**config.mk**
```make
export PLATFORM = sky130hd
export DESIGN_NAME = aging_signal_fifo_flat
export DESIGN_NICKNAME = d
export VERILOG_FILES = /design/src/rtl/asf_pkg.sv /design/src/rtl/asf_req_if.sv /design/src/rtl/asf_rsp_if.sv /design/src/rtl/asf_controller.sv /design/src/rtl/asf_datapath.sv /design/src/rtl/aging_signal_fifo.sv /design/src/flat_wrapper.sv
export SDC_FILE = /design/constraint.sdc
export NUM_CORES = 1
export LEC_CHECK = 0
export ABC_AREA = 1
export BUFFER_PORTS_ARGS = -buffer_cell sky130_fd_sc_hd__buf_2
export CAP_MARGIN = 10
export CELL_PAD_IN_SITES_DETAIL_PLACEMENT = 0
export CELL_PAD_IN_SITES_GLOBAL_PLACEMENT = 1
export CORE_AREA = 2 2 208 210
export CTS_CLUSTER_DIAMETER = 30
export DETAILED_ROUTE_END_ITERATION = 16
export DIE_AREA = 0 0 210 212
export PLACE_DENSITY = 0.87
export SLEW_MARGIN = 20
export SYNTH_ARGS = -nofsm -noshare
export SYNTH_HDL_FRONTEND = slang
export SYNTH_HIERARCHICAL = 1
export SYNTH_SLANG_ARGS = --single-unit
```
**constraint.sdc**
```tcl
create_clock -name clock -period 4.3 [get_ports clock]
set_input_delay 0.86 -clock clock [delete_from_list [all_inputs] [get_ports clock]]
set_output_delay 0.86 -clock clock [all_outputs]
set_load 0.02 [all_outputs]
```
**src/rtl/asf_pkg.sv**
```systemverilog
// Shared types, constants and defaults for the aging signal FIFO.
`timescale 1ns / 1ps

package asf_pkg;

   // Default sizing, handed to the top-level parameters
   localparam int DEFAULT_DEPTH        = 16;
   localparam int DEFAULT_SIGNAL_WIDTH = 8;
   localparam int DEFAULT_AGE_WIDTH    = 16;

   // Configuration register file
   localparam int CSR_INDEX_W = 1;
   localparam int CSR_DATA_W  = 16;
   localparam int MAX_AGE_W   = 16;
   localparam int NSC_W       = 8;

   localparam logic [CSR_INDEX_W-1:0] CSR_MAX_AGE   = 1'd0;
   localparam logic [CSR_INDEX_W-1:0] CSR_NO_SIGNAL = 1'd1;

   localparam logic [MAX_AGE_W-1:0] MAX_AGE_RESET = 16'd10;
   localparam logic [NSC_W-1:0]     NSC_RESET     = 8'd0;

   // Operation codes carried in the func field
   typedef enum logic [1:0] {
      FUNC_PUSH = 2'd0,
      FUNC_POP  = 2'd1,
      FUNC_TICK = 2'd2,
      FUNC_NOP  = 2'd3
   } func_type;

   // Commands from the controller to the datapath
   typedef struct packed {
      logic load_item;       // capture the accepted word, clear event flags
      logic push;            // store the word at the tail
      logic pop;             // remove the head, report its signal
      logic mark_drop;       // push refused, FIFO full
      logic mark_pop_empty;  // pop found nothing
      logic age_write;       // write back one aged entry, advance sweep index
      logic expire;          // close the sweep, drop the head if too old
      logic load_rsp;        // load the result register
   } cmd_type;

   // Status from the datapath to the controller
   typedef struct packed {
      func_type op;
      logic     empty;
      logic     full;
      logic     sweep_last;
      logic     rsp_free;
   } status_type;

endpackage

```
**src/rtl/asf_req_if.sv**
```systemverilog
// Request channel: operation and signal code toward the FIFO.
`timescale 1ns / 1ps

interface asf_req_if #(
   parameter int SIGNAL_WIDTH = 8
);
   logic                    valid;
   logic                    ready;
   logic [1:0]              func;
   logic [SIGNAL_WIDTH-1:0] signal_value;

   modport source (output valid, output func, output signal_value, input ready);
   modport sink   (input valid, input func, input signal_value, output ready);
endinterface

```
**src/rtl/asf_rsp_if.sv**
```systemverilog
// Response channel: FIFO status after each operation.
`timescale 1ns / 1ps

interface asf_rsp_if #(
   parameter int SIGNAL_WIDTH = 8,
   parameter int COUNT_WIDTH  = 5
);
   logic                    valid;
   logic                    ready;
   logic [SIGNAL_WIDTH-1:0] popped_signal;
   logic [SIGNAL_WIDTH-1:0] head_signal;
   logic [COUNT_WIDTH-1:0]  entry_count;
   logic                    is_empty;
   logic                    is_full;
   logic                    push_dropped;
   logic                    pop_on_empty;
   logic                    expired;

   modport source (
      output valid, output popped_signal, output head_signal, output entry_count,
      output is_empty, output is_full, output push_dropped, output pop_on_empty,
      output expired, input ready
   );
   modport sink (
      input valid, input popped_signal, input head_signal, input entry_count,
      input is_empty, input is_full, input push_dropped, input pop_on_empty,
      input expired, output ready
   );
endinterface

```
**src/rtl/asf_controller.sv**
```systemverilog
// Operation sequencer for the aging signal FIFO.
`timescale 1ns / 1ps

module asf_controller (
   input  logic                clock,
   input  logic                reset,
   input  logic                req_valid,
   output logic                req_ready,
   input  asf_pkg::status_type status,
   output asf_pkg::cmd_type    cmd
);
   import asf_pkg::*;

   typedef enum logic [5:0] {
      ST_IDLE   = 6'b000001,
      ST_EXEC   = 6'b000010,
      ST_AGE_RD = 6'b000100,
      ST_AGE_WR = 6'b001000,
      ST_LOOK   = 6'b010000,
      ST_FIN    = 6'b100000
   } state_type;

   state_type state_ff;
   state_type state_in;

   assign req_ready = (state_ff == ST_IDLE);

   always_comb begin
      state_in = state_ff;
      cmd      = '0;
      case (state_ff)
         ST_IDLE: begin
            if (req_valid) begin
               cmd.load_item = 1'b1;
               state_in      = ST_EXEC;
            end
         end
         ST_EXEC: begin
            state_in = ST_LOOK;
            case (status.op)
               FUNC_PUSH: begin
                  if (status.full) cmd.mark_drop = 1'b1;
                  else             cmd.push      = 1'b1;
               end
               FUNC_POP: begin
                  if (status.empty) cmd.mark_pop_empty = 1'b1;
                  else              cmd.pop            = 1'b1;
               end
               FUNC_TICK: begin
                  if (!status.empty) state_in = ST_AGE_RD;
               end
               default: ;
            endcase
         end
         ST_AGE_RD: state_in = ST_AGE_WR;
         ST_AGE_WR: begin
            cmd.age_write = 1'b1;
            if (status.sweep_last) begin
               cmd.expire = 1'b1;
               state_in   = ST_LOOK;
            end else begin
               state_in   = ST_AGE_RD;
            end
         end
         ST_LOOK: state_in = ST_FIN;
         ST_FIN: begin
            if (status.rsp_free) begin
               cmd.load_rsp = 1'b1;
               state_in     = ST_IDLE;
            end
         end
         default: state_in = ST_IDLE;
      endcase
   end

   always_ff @(posedge clock) begin
      if (reset) state_ff <= ST_IDLE;
      else       state_ff <= state_in;
   end

   // An accepted word always starts execution next cycle
   a_accept_exec: assert property (@(posedge clock) disable iff (reset)
      (req_valid && req_ready) |=> (state_ff == ST_EXEC))
      else $error("accepted word did not enter execution");

   // Never overwrite a result the receiver has not taken
   a_rsp_free: assert property (@(posedge clock) disable iff (reset)
      cmd.load_rsp |-> status.rsp_free)
      else $error("result register overwritten");

   // Every age write-back follows its read
   a_age_order: assert property (@(posedge clock) disable iff (reset)
      (state_ff == ST_AGE_WR) |-> ($past(state_ff) == ST_AGE_RD))
      else $error("age write-back without a preceding read");

endmodule

```
**src/rtl/asf_datapath.sv**
```systemverilog
// Storage, pointers, aging sweep and result register of the aging signal FIFO.
`timescale 1ns / 1ps

module asf_datapath #(
   parameter int DEPTH        = asf_pkg::DEFAULT_DEPTH,
   parameter int SIGNAL_WIDTH = asf_pkg::DEFAULT_SIGNAL_WIDTH,
   parameter int AGE_WIDTH    = asf_pkg::DEFAULT_AGE_WIDTH,
   parameter int COUNT_WIDTH  = $clog2(DEPTH + 1)
) (
   input  logic                              clock,
   input  logic                              reset,
   input  asf_pkg::cmd_type                  cmd,
   output asf_pkg::status_type               status,
   input  logic [1:0]                        req_func,
   input  logic [SIGNAL_WIDTH-1:0]           req_signal_value,
   input  logic                              csr_write_en,
   input  logic [asf_pkg::CSR_INDEX_W-1:0]   csr_index,
   input  logic [asf_pkg::CSR_DATA_W-1:0]    csr_wdata,
   output logic                              rsp_valid,
   input  logic                              rsp_ready,
   output logic [SIGNAL_WIDTH-1:0]           rsp_popped_signal,
   output logic [SIGNAL_WIDTH-1:0]           rsp_head_signal,
   output logic [COUNT_WIDTH-1:0]            rsp_entry_count,
   output logic                              rsp_is_empty,
   output logic                              rsp_is_full,
   output logic                              rsp_push_dropped,
   output logic                              rsp_pop_on_empty,
   output logic                              rsp_expired
);
   import asf_pkg::*;

   localparam int PTR_W = $clog2(DEPTH);
   localparam int CMP_W = (AGE_WIDTH > MAX_AGE_W) ? AGE_WIDTH : MAX_AGE_W;
   localparam logic [PTR_W-1:0]       LAST_SLOT = PTR_W'(DEPTH - 1);
   localparam logic [PTR_W:0]         WRAP      = (PTR_W + 1)'(DEPTH);
   localparam logic [COUNT_WIDTH-1:0] FULL_CNT  = COUNT_WIDTH'(DEPTH);

   // Entry storage
   logic [SIGNAL_WIDTH-1:0] sig_mem [DEPTH];
   logic [AGE_WIDTH-1:0]    age_mem [DEPTH];
   logic [SIGNAL_WIDTH-1:0] rd_sig_ff;
   logic [AGE_WIDTH-1:0]    rd_age_ff;

   // Control state
   logic [PTR_W-1:0]       rp_ff, rp_in;
   logic [PTR_W-1:0]       wp_ff, wp_in;
   logic [COUNT_WIDTH-1:0] count_ff, count_in;
   logic [PTR_W-1:0]       idx_ff, idx_in;
   logic [MAX_AGE_W-1:0]   max_age_ff, max_age_in;
   logic [NSC_W-1:0]       nsc_ff, nsc_in;
   logic                   rsp_valid_ff, rsp_valid_in;

   // Per-item payload
   func_type                op_ff, op_in;
   logic [SIGNAL_WIDTH-1:0] item_sig_ff, item_sig_in;
   logic [SIGNAL_WIDTH-1:0] popped_ff, popped_in;
   logic                    dropped_ff, dropped_in;
   logic                    pop_empty_ff, pop_empty_in;
   logic                    expired_ff, expired_in;
   logic [SIGNAL_WIDTH-1:0] head_sig_ff, head_sig_in;
   logic                    head_over_ff, head_over_in;

   // Result register
   logic [SIGNAL_WIDTH-1:0] out_popped_ff, out_head_ff;
   logic [COUNT_WIDTH-1:0]  out_count_ff;
   logic                    out_empty_ff, out_full_ff;
   logic                    out_dropped_ff, out_pop_empty_ff, out_expired_ff;

   logic [PTR_W:0]          addr_sum;
   logic [PTR_W-1:0]        rd_addr;
   logic [AGE_WIDTH-1:0]    age_inc;
   logic                    age_over;
   logic                    head_over;
   logic [SIGNAL_WIDTH-1:0] head_sig;
   logic [SIGNAL_WIDTH-1:0] nsc_ext;

   function automatic logic [PTR_W-1:0] next_slot(input logic [PTR_W-1:0] p);
      return (p == LAST_SLOT) ? '0 : p + 1'b1;
   endfunction

   // Sweep address: head plus sweep index, wrapped once
   assign addr_sum = {1'b0, rp_ff} + {1'b0, idx_ff};
   assign rd_addr  = (addr_sum >= WRAP) ? PTR_W'(addr_sum - WRAP) : addr_sum[PTR_W-1:0];

   assign age_inc   = (rd_age_ff == '1) ? rd_age_ff : rd_age_ff + 1'b1;
   assign age_over  = CMP_W'(age_inc) > CMP_W'(max_age_ff);
   assign head_over = (idx_ff == '0) ? age_over : head_over_ff;
   assign head_sig  = (idx_ff == '0) ? rd_sig_ff : head_sig_ff;
   assign nsc_ext   = SIGNAL_WIDTH'(nsc_ff);

   assign status.op         = op_ff;
   assign status.empty      = (count_ff == '0);
   assign status.full       = (count_ff == FULL_CNT);
   assign status.sweep_last = (COUNT_WIDTH'(idx_ff) == count_ff - COUNT_WIDTH'(1));
   assign status.rsp_free   = !rsp_valid_ff || rsp_ready;

   always_comb begin
      rp_in        = rp_ff;
      wp_in        = wp_ff;
      count_in     = count_ff;
      idx_in       = idx_ff;
      max_age_in   = max_age_ff;
      nsc_in       = nsc_ff;
      rsp_valid_in = rsp_valid_ff;
      op_in        = op_ff;
      item_sig_in  = item_sig_ff;
      popped_in    = popped_ff;
      dropped_in   = dropped_ff;
      pop_empty_in = pop_empty_ff;
      expired_in   = expired_ff;
      head_sig_in  = head_sig_ff;
      head_over_in = head_over_ff;

      if (csr_write_en) begin
         case (csr_index)
            CSR_MAX_AGE:   max_age_in = csr_wdata[MAX_AGE_W-1:0];
            CSR_NO_SIGNAL: nsc_in     = csr_wdata[NSC_W-1:0];
            default: ;
         endcase
      end

      if (cmd.load_item) begin
         op_in        = func_type'(req_func);
         item_sig_in  = req_signal_value;
         popped_in    = nsc_ext;
         dropped_in   = 1'b0;
         pop_empty_in = 1'b0;
         expired_in   = 1'b0;
         idx_in       = '0;
      end
      if (cmd.push) begin
         wp_in    = next_slot(wp_ff);
         count_in = count_ff + 1'b1;
      end
      if (cmd.pop) begin
         popped_in = rd_sig_ff;
         rp_in     = next_slot(rp_ff);
         count_in  = count_ff - 1'b1;
      end
      if (cmd.mark_drop)      dropped_in   = 1'b1;
      if (cmd.mark_pop_empty) pop_empty_in = 1'b1;
      if (cmd.age_write) begin
         if (idx_ff == '0) begin
            head_sig_in  = rd_sig_ff;
            head_over_in = age_over;
         end
         idx_in = idx_ff + 1'b1;
      end
      if (cmd.expire) begin
         idx_in = '0;
         if (head_over) begin
            popped_in  = head_sig;
            expired_in = 1'b1;
            rp_in      = next_slot(rp_ff);
            count_in   = count_ff - 1'b1;
         end
      end

      if (cmd.load_rsp)     rsp_valid_in = 1'b1;
      else if (rsp_ready)   rsp_valid_in = 1'b0;
   end

   always_ff @(posedge clock) begin
      if (reset) begin
         rp_ff        <= '0;
         wp_ff        <= '0;
         count_ff     <= '0;
         idx_ff       <= '0;
         max_age_ff   <= MAX_AGE_RESET;
         nsc_ff       <= NSC_RESET;
         rsp_valid_ff <= 1'b0;
      end else begin
         rp_ff        <= rp_in;
         wp_ff        <= wp_in;
         count_ff     <= count_in;
         idx_ff       <= idx_in;
         max_age_ff   <= max_age_in;
         nsc_ff       <= nsc_in;
         rsp_valid_ff <= rsp_valid_in;
      end
   end

   always_ff @(posedge clock) begin
      op_ff        <= op_in;
      item_sig_ff  <= item_sig_in;
      popped_ff    <= popped_in;
      dropped_ff   <= dropped_in;
      pop_empty_ff <= pop_empty_in;
      expired_ff   <= expired_in;
      head_sig_ff  <= head_sig_in;
      head_over_ff <= head_over_in;
   end

   // Entry memories: one write port, one registered read port
   always_ff @(posedge clock) begin
      if (cmd.push) begin
         sig_mem[wp_ff] <= item_sig_ff;
         age_mem[wp_ff] <= '0;
      end else if (cmd.age_write) begin
         age_mem[rd_addr] <= age_inc;
      end
      rd_sig_ff <= sig_mem[rd_addr];
      rd_age_ff <= age_mem[rd_addr];
   end

   always_ff @(posedge clock) begin
      if (cmd.load_rsp) begin
         out_popped_ff    <= popped_ff;
         out_head_ff      <= (count_ff == '0) ? nsc_ext : rd_sig_ff;
         out_count_ff     <= count_ff;
         out_empty_ff     <= (count_ff == '0);
         out_full_ff      <= (count_ff == FULL_CNT);
         out_dropped_ff   <= dropped_ff;
         out_pop_empty_ff <= pop_empty_ff;
         out_expired_ff   <= expired_ff;
      end
   end

   assign rsp_valid         = rsp_valid_ff;
   assign rsp_popped_signal = out_popped_ff;
   assign rsp_head_signal   = out_head_ff;
   assign rsp_entry_count   = out_count_ff;
   assign rsp_is_empty      = out_empty_ff;
   assign rsp_is_full       = out_full_ff;
   assign rsp_push_dropped  = out_dropped_ff;
   assign rsp_pop_on_empty  = out_pop_empty_ff;
   assign rsp_expired       = out_expired_ff;

   a_count_bound: assert property (@(posedge clock) disable iff (reset)
      count_ff <= FULL_CNT)
      else $error("entry count beyond depth");

   // Empty and full both leave the pointers equal
   a_ptr_meet: assert property (@(posedge clock) disable iff (reset)
      (count_ff == '0 || count_ff == FULL_CNT) |-> (rp_ff == wp_ff))
      else $error("pointers disagree with entry count");

   a_push_count: assert property (@(posedge clock) disable iff (reset)
      cmd.push |=> (count_ff == $past(count_ff) + 1'b1))
      else $error("push did not grow the count");

endmodule

```
**src/rtl/aging_signal_fifo.sv**
```systemverilog
// Top level of the aging signal FIFO: controller, datapath and channel hookup.
`timescale 1ns / 1ps

// Circular FIFO of signal codes; each entry carries an age.
// Request words (req) carry func and signal_value: push, pop oldest, age tick
// (age every entry, then drop the head once if older than max_age), or no-op.
// Each request produces exactly one response word (rsp) with the popped
// signal, the head after the operation, the entry count and event flags.
// Configuration: csr_write_en with csr_index 0 writes max_age, index 1
// writes the no-signal code; write only while the block is idle.
// Push, pop, no-op and a tick on an empty FIFO pass from acceptance through
// execute and a look-up step to a final step that loads the response
// register. A tick on a FIFO holding n entries adds an aging sweep between
// execute and look-up: it reads and then writes back each of the n entries
// in turn through the registered age read.
// One word is in work at a time; req_ready rises again once the response is
// loaded, so the next word can be taken while that response still waits.
// If the receiver stalls, the response holds and the next word waits in its
// final step until the response register is free.
// Reset clears pointers, count and the response valid; config returns to
// max_age 10 and no-signal code 0. Entry storage needs no clearing pass.
module aging_signal_fifo #(
   parameter int DEPTH        = asf_pkg::DEFAULT_DEPTH,
   parameter int SIGNAL_WIDTH = asf_pkg::DEFAULT_SIGNAL_WIDTH,
   parameter int AGE_WIDTH    = asf_pkg::DEFAULT_AGE_WIDTH
) (
   input  logic                            clock,
   input  logic                            reset,
   asf_req_if.sink                         req,
   asf_rsp_if.source                       rsp,
   input  logic                            csr_write_en,
   input  logic [asf_pkg::CSR_INDEX_W-1:0] csr_index,
   input  logic [asf_pkg::CSR_DATA_W-1:0]  csr_wdata
);
   import asf_pkg::*;

   localparam int COUNT_WIDTH = $clog2(DEPTH + 1);

   cmd_type    cmd;
   status_type status;

   // Sequencer: walks each word through execute, aging sweep and response
   asf_controller u_ctrl (
      .clock     (clock),
      .reset     (reset),
      .req_valid (req.valid),
      .req_ready (req.ready),
      .status    (status),
      .cmd       (cmd)
   );

   // Storage, pointers, config registers and the response register
   asf_datapath #(
      .DEPTH        (DEPTH),
      .SIGNAL_WIDTH (SIGNAL_WIDTH),
      .AGE_WIDTH    (AGE_WIDTH),
      .COUNT_WIDTH  (COUNT_WIDTH)
   ) u_dp (
      .clock             (clock),
      .reset             (reset),
      .cmd               (cmd),
      .status            (status),
      .req_func          (req.func),
      .req_signal_value  (req.signal_value),
      .csr_write_en      (csr_write_en),
      .csr_index         (csr_index),
      .csr_wdata         (csr_wdata),
      .rsp_valid         (rsp.valid),
      .rsp_ready         (rsp.ready),
      .rsp_popped_signal (rsp.popped_signal),
      .rsp_head_signal   (rsp.head_signal),
      .rsp_entry_count   (rsp.entry_count),
      .rsp_is_empty      (rsp.is_empty),
      .rsp_is_full       (rsp.is_full),
      .rsp_push_dropped  (rsp.push_dropped),
      .rsp_pop_on_empty  (rsp.pop_on_empty),
      .rsp_expired       (rsp.expired)
   );

endmodule
```
**src/flat_wrapper.sv**
```systemverilog
// flat-port wrapper written by rule: the top's interface ports become plain ports
module aging_signal_fifo_flat import asf_pkg::*;
#(
   parameter int DEPTH        = asf_pkg::DEFAULT_DEPTH,
   parameter int SIGNAL_WIDTH = asf_pkg::DEFAULT_SIGNAL_WIDTH,
   parameter int AGE_WIDTH    = asf_pkg::DEFAULT_AGE_WIDTH
)
  (clock, reset, csr_write_en, csr_index, csr_wdata, req_valid, req_func, req_signal_value, req_ready, rsp_valid, rsp_popped_signal, rsp_head_signal, rsp_entry_count, rsp_is_empty, rsp_is_full, rsp_push_dropped, rsp_pop_on_empty, rsp_expired, rsp_ready);
  asf_req_if #(.SIGNAL_WIDTH(SIGNAL_WIDTH)) req_i ();
  asf_rsp_if #(.SIGNAL_WIDTH(SIGNAL_WIDTH)) rsp_i ();
  input  logic clock;
  input  logic reset;
  input  logic csr_write_en;
  input  logic [asf_pkg::CSR_INDEX_W-1:0] csr_index;
  input  logic [asf_pkg::CSR_DATA_W-1:0] csr_wdata;
  input wire logic [$bits(req_i.valid)-1:0] req_valid;
  input wire logic [$bits(req_i.func)-1:0] req_func;
  input wire logic [$bits(req_i.signal_value)-1:0] req_signal_value;
  output wire logic [$bits(req_i.ready)-1:0] req_ready;
  output wire logic [$bits(rsp_i.valid)-1:0] rsp_valid;
  output wire logic [$bits(rsp_i.popped_signal)-1:0] rsp_popped_signal;
  output wire logic [$bits(rsp_i.head_signal)-1:0] rsp_head_signal;
  output wire logic [$bits(rsp_i.entry_count)-1:0] rsp_entry_count;
  output wire logic [$bits(rsp_i.is_empty)-1:0] rsp_is_empty;
  output wire logic [$bits(rsp_i.is_full)-1:0] rsp_is_full;
  output wire logic [$bits(rsp_i.push_dropped)-1:0] rsp_push_dropped;
  output wire logic [$bits(rsp_i.pop_on_empty)-1:0] rsp_pop_on_empty;
  output wire logic [$bits(rsp_i.expired)-1:0] rsp_expired;
  input wire logic [$bits(rsp_i.ready)-1:0] rsp_ready;
  assign req_i.valid = req_valid;
  assign req_i.func = req_func;
  assign req_i.signal_value = req_signal_value;
  assign req_ready = req_i.ready;
  assign rsp_valid = rsp_i.valid;
  assign rsp_popped_signal = rsp_i.popped_signal;
  assign rsp_head_signal = rsp_i.head_signal;
  assign rsp_entry_count = rsp_i.entry_count;
  assign rsp_is_empty = rsp_i.is_empty;
  assign rsp_is_full = rsp_i.is_full;
  assign rsp_push_dropped = rsp_i.push_dropped;
  assign rsp_pop_on_empty = rsp_i.pop_on_empty;
  assign rsp_expired = rsp_i.expired;
  assign rsp_i.ready = rsp_ready;
  aging_signal_fifo #(.DEPTH(DEPTH), .SIGNAL_WIDTH(SIGNAL_WIDTH), .AGE_WIDTH(AGE_WIDTH)) u_core (.clock(clock), .reset(reset), .req(req_i), .rsp(rsp_i), .csr_write_en(csr_write_en), .csr_index(csr_index), .csr_wdata(csr_wdata));
endmodule
```
==> metrics.md <==
| Metric | Value |
|---|---|
| Outcome | finished clean |
| CTS tree | done |
| Max-slew violation count | 0 |
| Combinational share of power | 1.2% |
| # IOs | 60 |
| Die height | between 200 and 250 um |
| GP Congestion | about 0.81 |
| Switching pwr | around 2.7 mW |
| Drc violations | 0 |
| Hold Fails Final Rpt | 0 |
| Post-CTS Setup Bufs | 0 |
| Starting Density | 50.0% |
| Diodes inserted | 0 |
| Area of the multi-input gates | 5920 um2 |
| Pleak | 8.91 nW |
| Clock Path Buffers | 3 |
| Crit path cell chain | nand2_1 -> nor3_2 -> nand2_2 -> nor2_2 -> nand4_1 -> nor2_1 -> xor2_1 -> nand2_1 -> ha_1 -> nand2_1 -> nor2_1 -> nand2_1 -> nor2_1 -> nor2_1 -> nand2_1 -> nand2_1 -> nand2_2 -> nand2_1 -> nand2_1 -> nand2_1 -> nor2_1 |
| Int Pwr | 10.8 mW |
| Clock Sinks | 512 |
| Switching Share | about a fifth |
| Setup TNS | 0 ns |
| Area growth from synthesis to layout | 21.1% |
| Tot GR Track Use | 22.5% |
| Critical-path top delay cell | dfxtp_1 |
| Vias per cell | 5.64 |
| Max VDD drop | roughly 370 uV |
| HPWL Detailed | about 29000 um |
| Worst slew pin tran | between 1 and 1.5 ns |
| Max cap viols | 0 |
| Clock root buffer | clkbuf_16 |
| Avg Inst Size Synth | 11.5 um2 |
| Slowest stage delay, CP | just under 0.5 ns |
| Final Critical Period | 3.51 ns |
| Most frequent cells in the layout | edfxtp_1, nor2_1, nand2_1, o21ai_0, inv_1 |
| Crit share post-route | 81.7% |
| Initial antenna violation count | 0 |
| Via Count | 14600 |
| Startpoint Class | flop |
| Critical path fanouts, max | 34 |
| Unrepaired setup endpoints after global routing | no |
| Max_slew headroom | 30.8% |
| Post-route ant nets | 0 |
| Largest net degree at the start of global routing | 129 |
| Synth Instances | 1849 |
| Rows | 76 |
| Cell Area, Synth | 21300 um2 |
| Post-Route WL | 49300 um |
| Vias in the first global route | 14464 |
| Die width | 210 um |
| Mapped Nets | 1912 |
| Worst-path clk slew | 0.05 ns |
| Sequential power share | 40.3% |
| Die area | 44500 um2 |
| Sequential fraction of the synthesis area | 68.4% |
| Commonest non-fill, non-tap cell in the layout | edfxtp_1 |
| Post-CTS resize count | 0 |
| Final Skew | 0.0243 ns |
| Tot Pwr | 13.5 mW |
| Num CTS Buffers | 97 |
| Core region area | around 43000 um2 |
| CP Capture Type | flop |
| # setup viols final | 0 |
| Iter 0 DRT Violations | 1354 |
| Nets | 2023 |
| Hold Buf Count CTS | 0 |
| Setup ws final | 0.788 ns |
| FILL cells | about 3200 |
| H-tree depth | 3 |
| Routed WL per cell | 19.0 um |
| Syn. warnings | 6 |
| Critical path class | reg2reg |
| Pre-CTS setup slack | 0.889 ns |
| Cell total after placement | 2407 |
| Gr ovfl total | 0 |
| DRT Pass-1 Iters | 5 |
| Layout cells sized above 1 | 15.5% |
| Post-synthesis cell type count | 44 |
| Min-delay worst type | in2reg |
| Insertion delay to the later sink of the worst-skew pair | roughly 0.63 ns |
| Max Freq | 285 MHz |
| Port Buffers | about 60 |
| Final Non-Filler Cells | 2590 |
| Worst path most repeated cell | nand2_1 |
| WP data arrival | 4.05 ns |
| Global-route wire length before repair | 77400 um |
| CP required | 4.84 ns |
| Clock share of power | 58.4% |
| Worst R2R Setup Slack | 0.79 ns |
| P per Cell Area | 524 nW/um2 |
| Register area | 14500 um2 |
| #FFs+latches synth | between 500 and 600 |
==> power groups by stage <==
stage	sequential, mW	clock [mW]	combinational [mW]
2_1_floorplan	5.51	0	0.111
3_3_place_gp	5.53	0	0.159
3_5_place_dp	5.53	0	0.165
4_1_cts	5.44	7.96	0.167
5_1_grt	5.44	8.21	0.189
6_report	5.44	7.88	0.166
==> stage by stage <==
stage | util [%] | hold WS [ns] | cell area, um2
after global routing | 60.6 | 0.379 | 25700
after detailed placement | 52.4 | 0.419 | 22300
final | 60.6 | 0.401 | 25700
after global placement | 52.4 | 0.416 | 22300
after floorplan | - | 0.409 | 21300
after CTS | 60.5 | 0.376 | 25700
==> cell families after synthesis <==
kind of cell,share of synthesized area (%)
and+or+nand+nor,13.6
adders and majority gates,1.86
buffers and inverters,4.20
AOI/OAI and AO/OA,11.0
DFF,68.4
muxes,0.0471
xor gates and xnor gates,0.906
==> flip-flops by register name, indices dropped and copies added (netlist names), 2 cells and up <==
signal	cells
u_core/u_dp/head_sig_ff	8
u_core/u_dp/nsc_ext	8
u_core/u_dp/op_ff	2
u_core/u_dp/max_age_ff	16
u_core/u_dp/item_sig_ff	8
u_core/u_dp/age_mem	256
u_core/u_ctrl/state_ff	6
u_core/u_dp/rd_sig_ff	8
u_core/u_dp/wp_ff	4
u_core/u_dp/popped_ff	8
u_core/u_dp/sig_mem	128
u_core/u_dp/idx_ff	4
u_core/u_dp/rsp_entry_count	5
u_core/u_dp/rsp_head_signal	8
u_core/u_dp/rsp_popped_signal	8
u_core/u_dp/count_ff	5
u_core/u_dp/rd_age_ff	16
u_core/u_dp/rp_ff	4
==> worst max-delay path: cells and delay by family (launching register included) <==
kind,cells,cell delay [ns]
simple gates,19,2.39
flops,1,0.49
fa+ha+maj,1,0.29
xor+xnor,1,0.21
==> routing by layer <==
metal / wire length (um) / GRT usage (%) / vias up
li1: - / - / 6826
met1: 20500 / 28.9 / 7104
met2: 24300 / 37.9 / 572
met3: 3140 / 4.19 / 98
met4: 1400 / 9.24 / 0
met5: 0 / 0 / -
==> worst paths after layout <==
check,from,endpoint,cells past startpoint
hold reg to reg,u_core/u_dp/dropped_ff,u_core/u_dp/rsp_push_dropped,0
setup reg to reg,u_core/u_dp/rd_age_ff[5],u_core/u_dp/count_ff[3],21
setup / recovery,u_core/u_dp/rd_age_ff[5],u_core/u_dp/count_ff[3],21
hold / removal,req_signal_value[0],u_core/u_dp/item_sig_ff[0],1
==> synthesized netlist by cell type (all sizes together) <==
| cell type | count | share of area (%) |
|---|---|---|
| o21a | 8 | 0.28 |
| clkbuf | 43 | 0.76 |
| clkinv | 4 | 0.076 |
| o32ai | 96 | 4.3 |
| fa | 1 | 0.094 |
| o21ai | 144 | 3.4 |
| or2 | 2 | 0.059 |
| nor2 | 407 | 7.3 |
| a211oi | 5 | 0.20 |
| nand3 | 37 | 0.94 |
| a21oi | 57 | 1.3 |
| nand2 | 250 | 4.4 |
| a21o | 3 | 0.11 |
| edfxtp | 429 | 61 |
| nor3 | 12 | 0.36 |
| nand3b | 2 | 0.071 |
| xor2 | 18 | 0.74 |
| buf | 53 | 1.5 |
| nor4 | 5 | 0.15 |
| xnor2 | 4 | 0.16 |
| a31oi | 25 | 0.76 |
| dfxtp | 83 | 7.8 |
| nand4 | 9 | 0.26 |
| o211ai | 18 | 0.64 |
| ha | 30 | 1.8 |
| inv | 103 | 1.8 |
| mux2i | 1 | 0.047 |
==> cell type report <==
type	instances	area share, %
clock buffers	110	9.85
clock inverters	73	3.61
inverters	107	1.58
multi-input cells	1134	23.0
flip-flops and latches	512	56.5
well taps	546	2.65
repair buffers	108	2.82
Note: power is estimated with default switching activity, not from simulation.
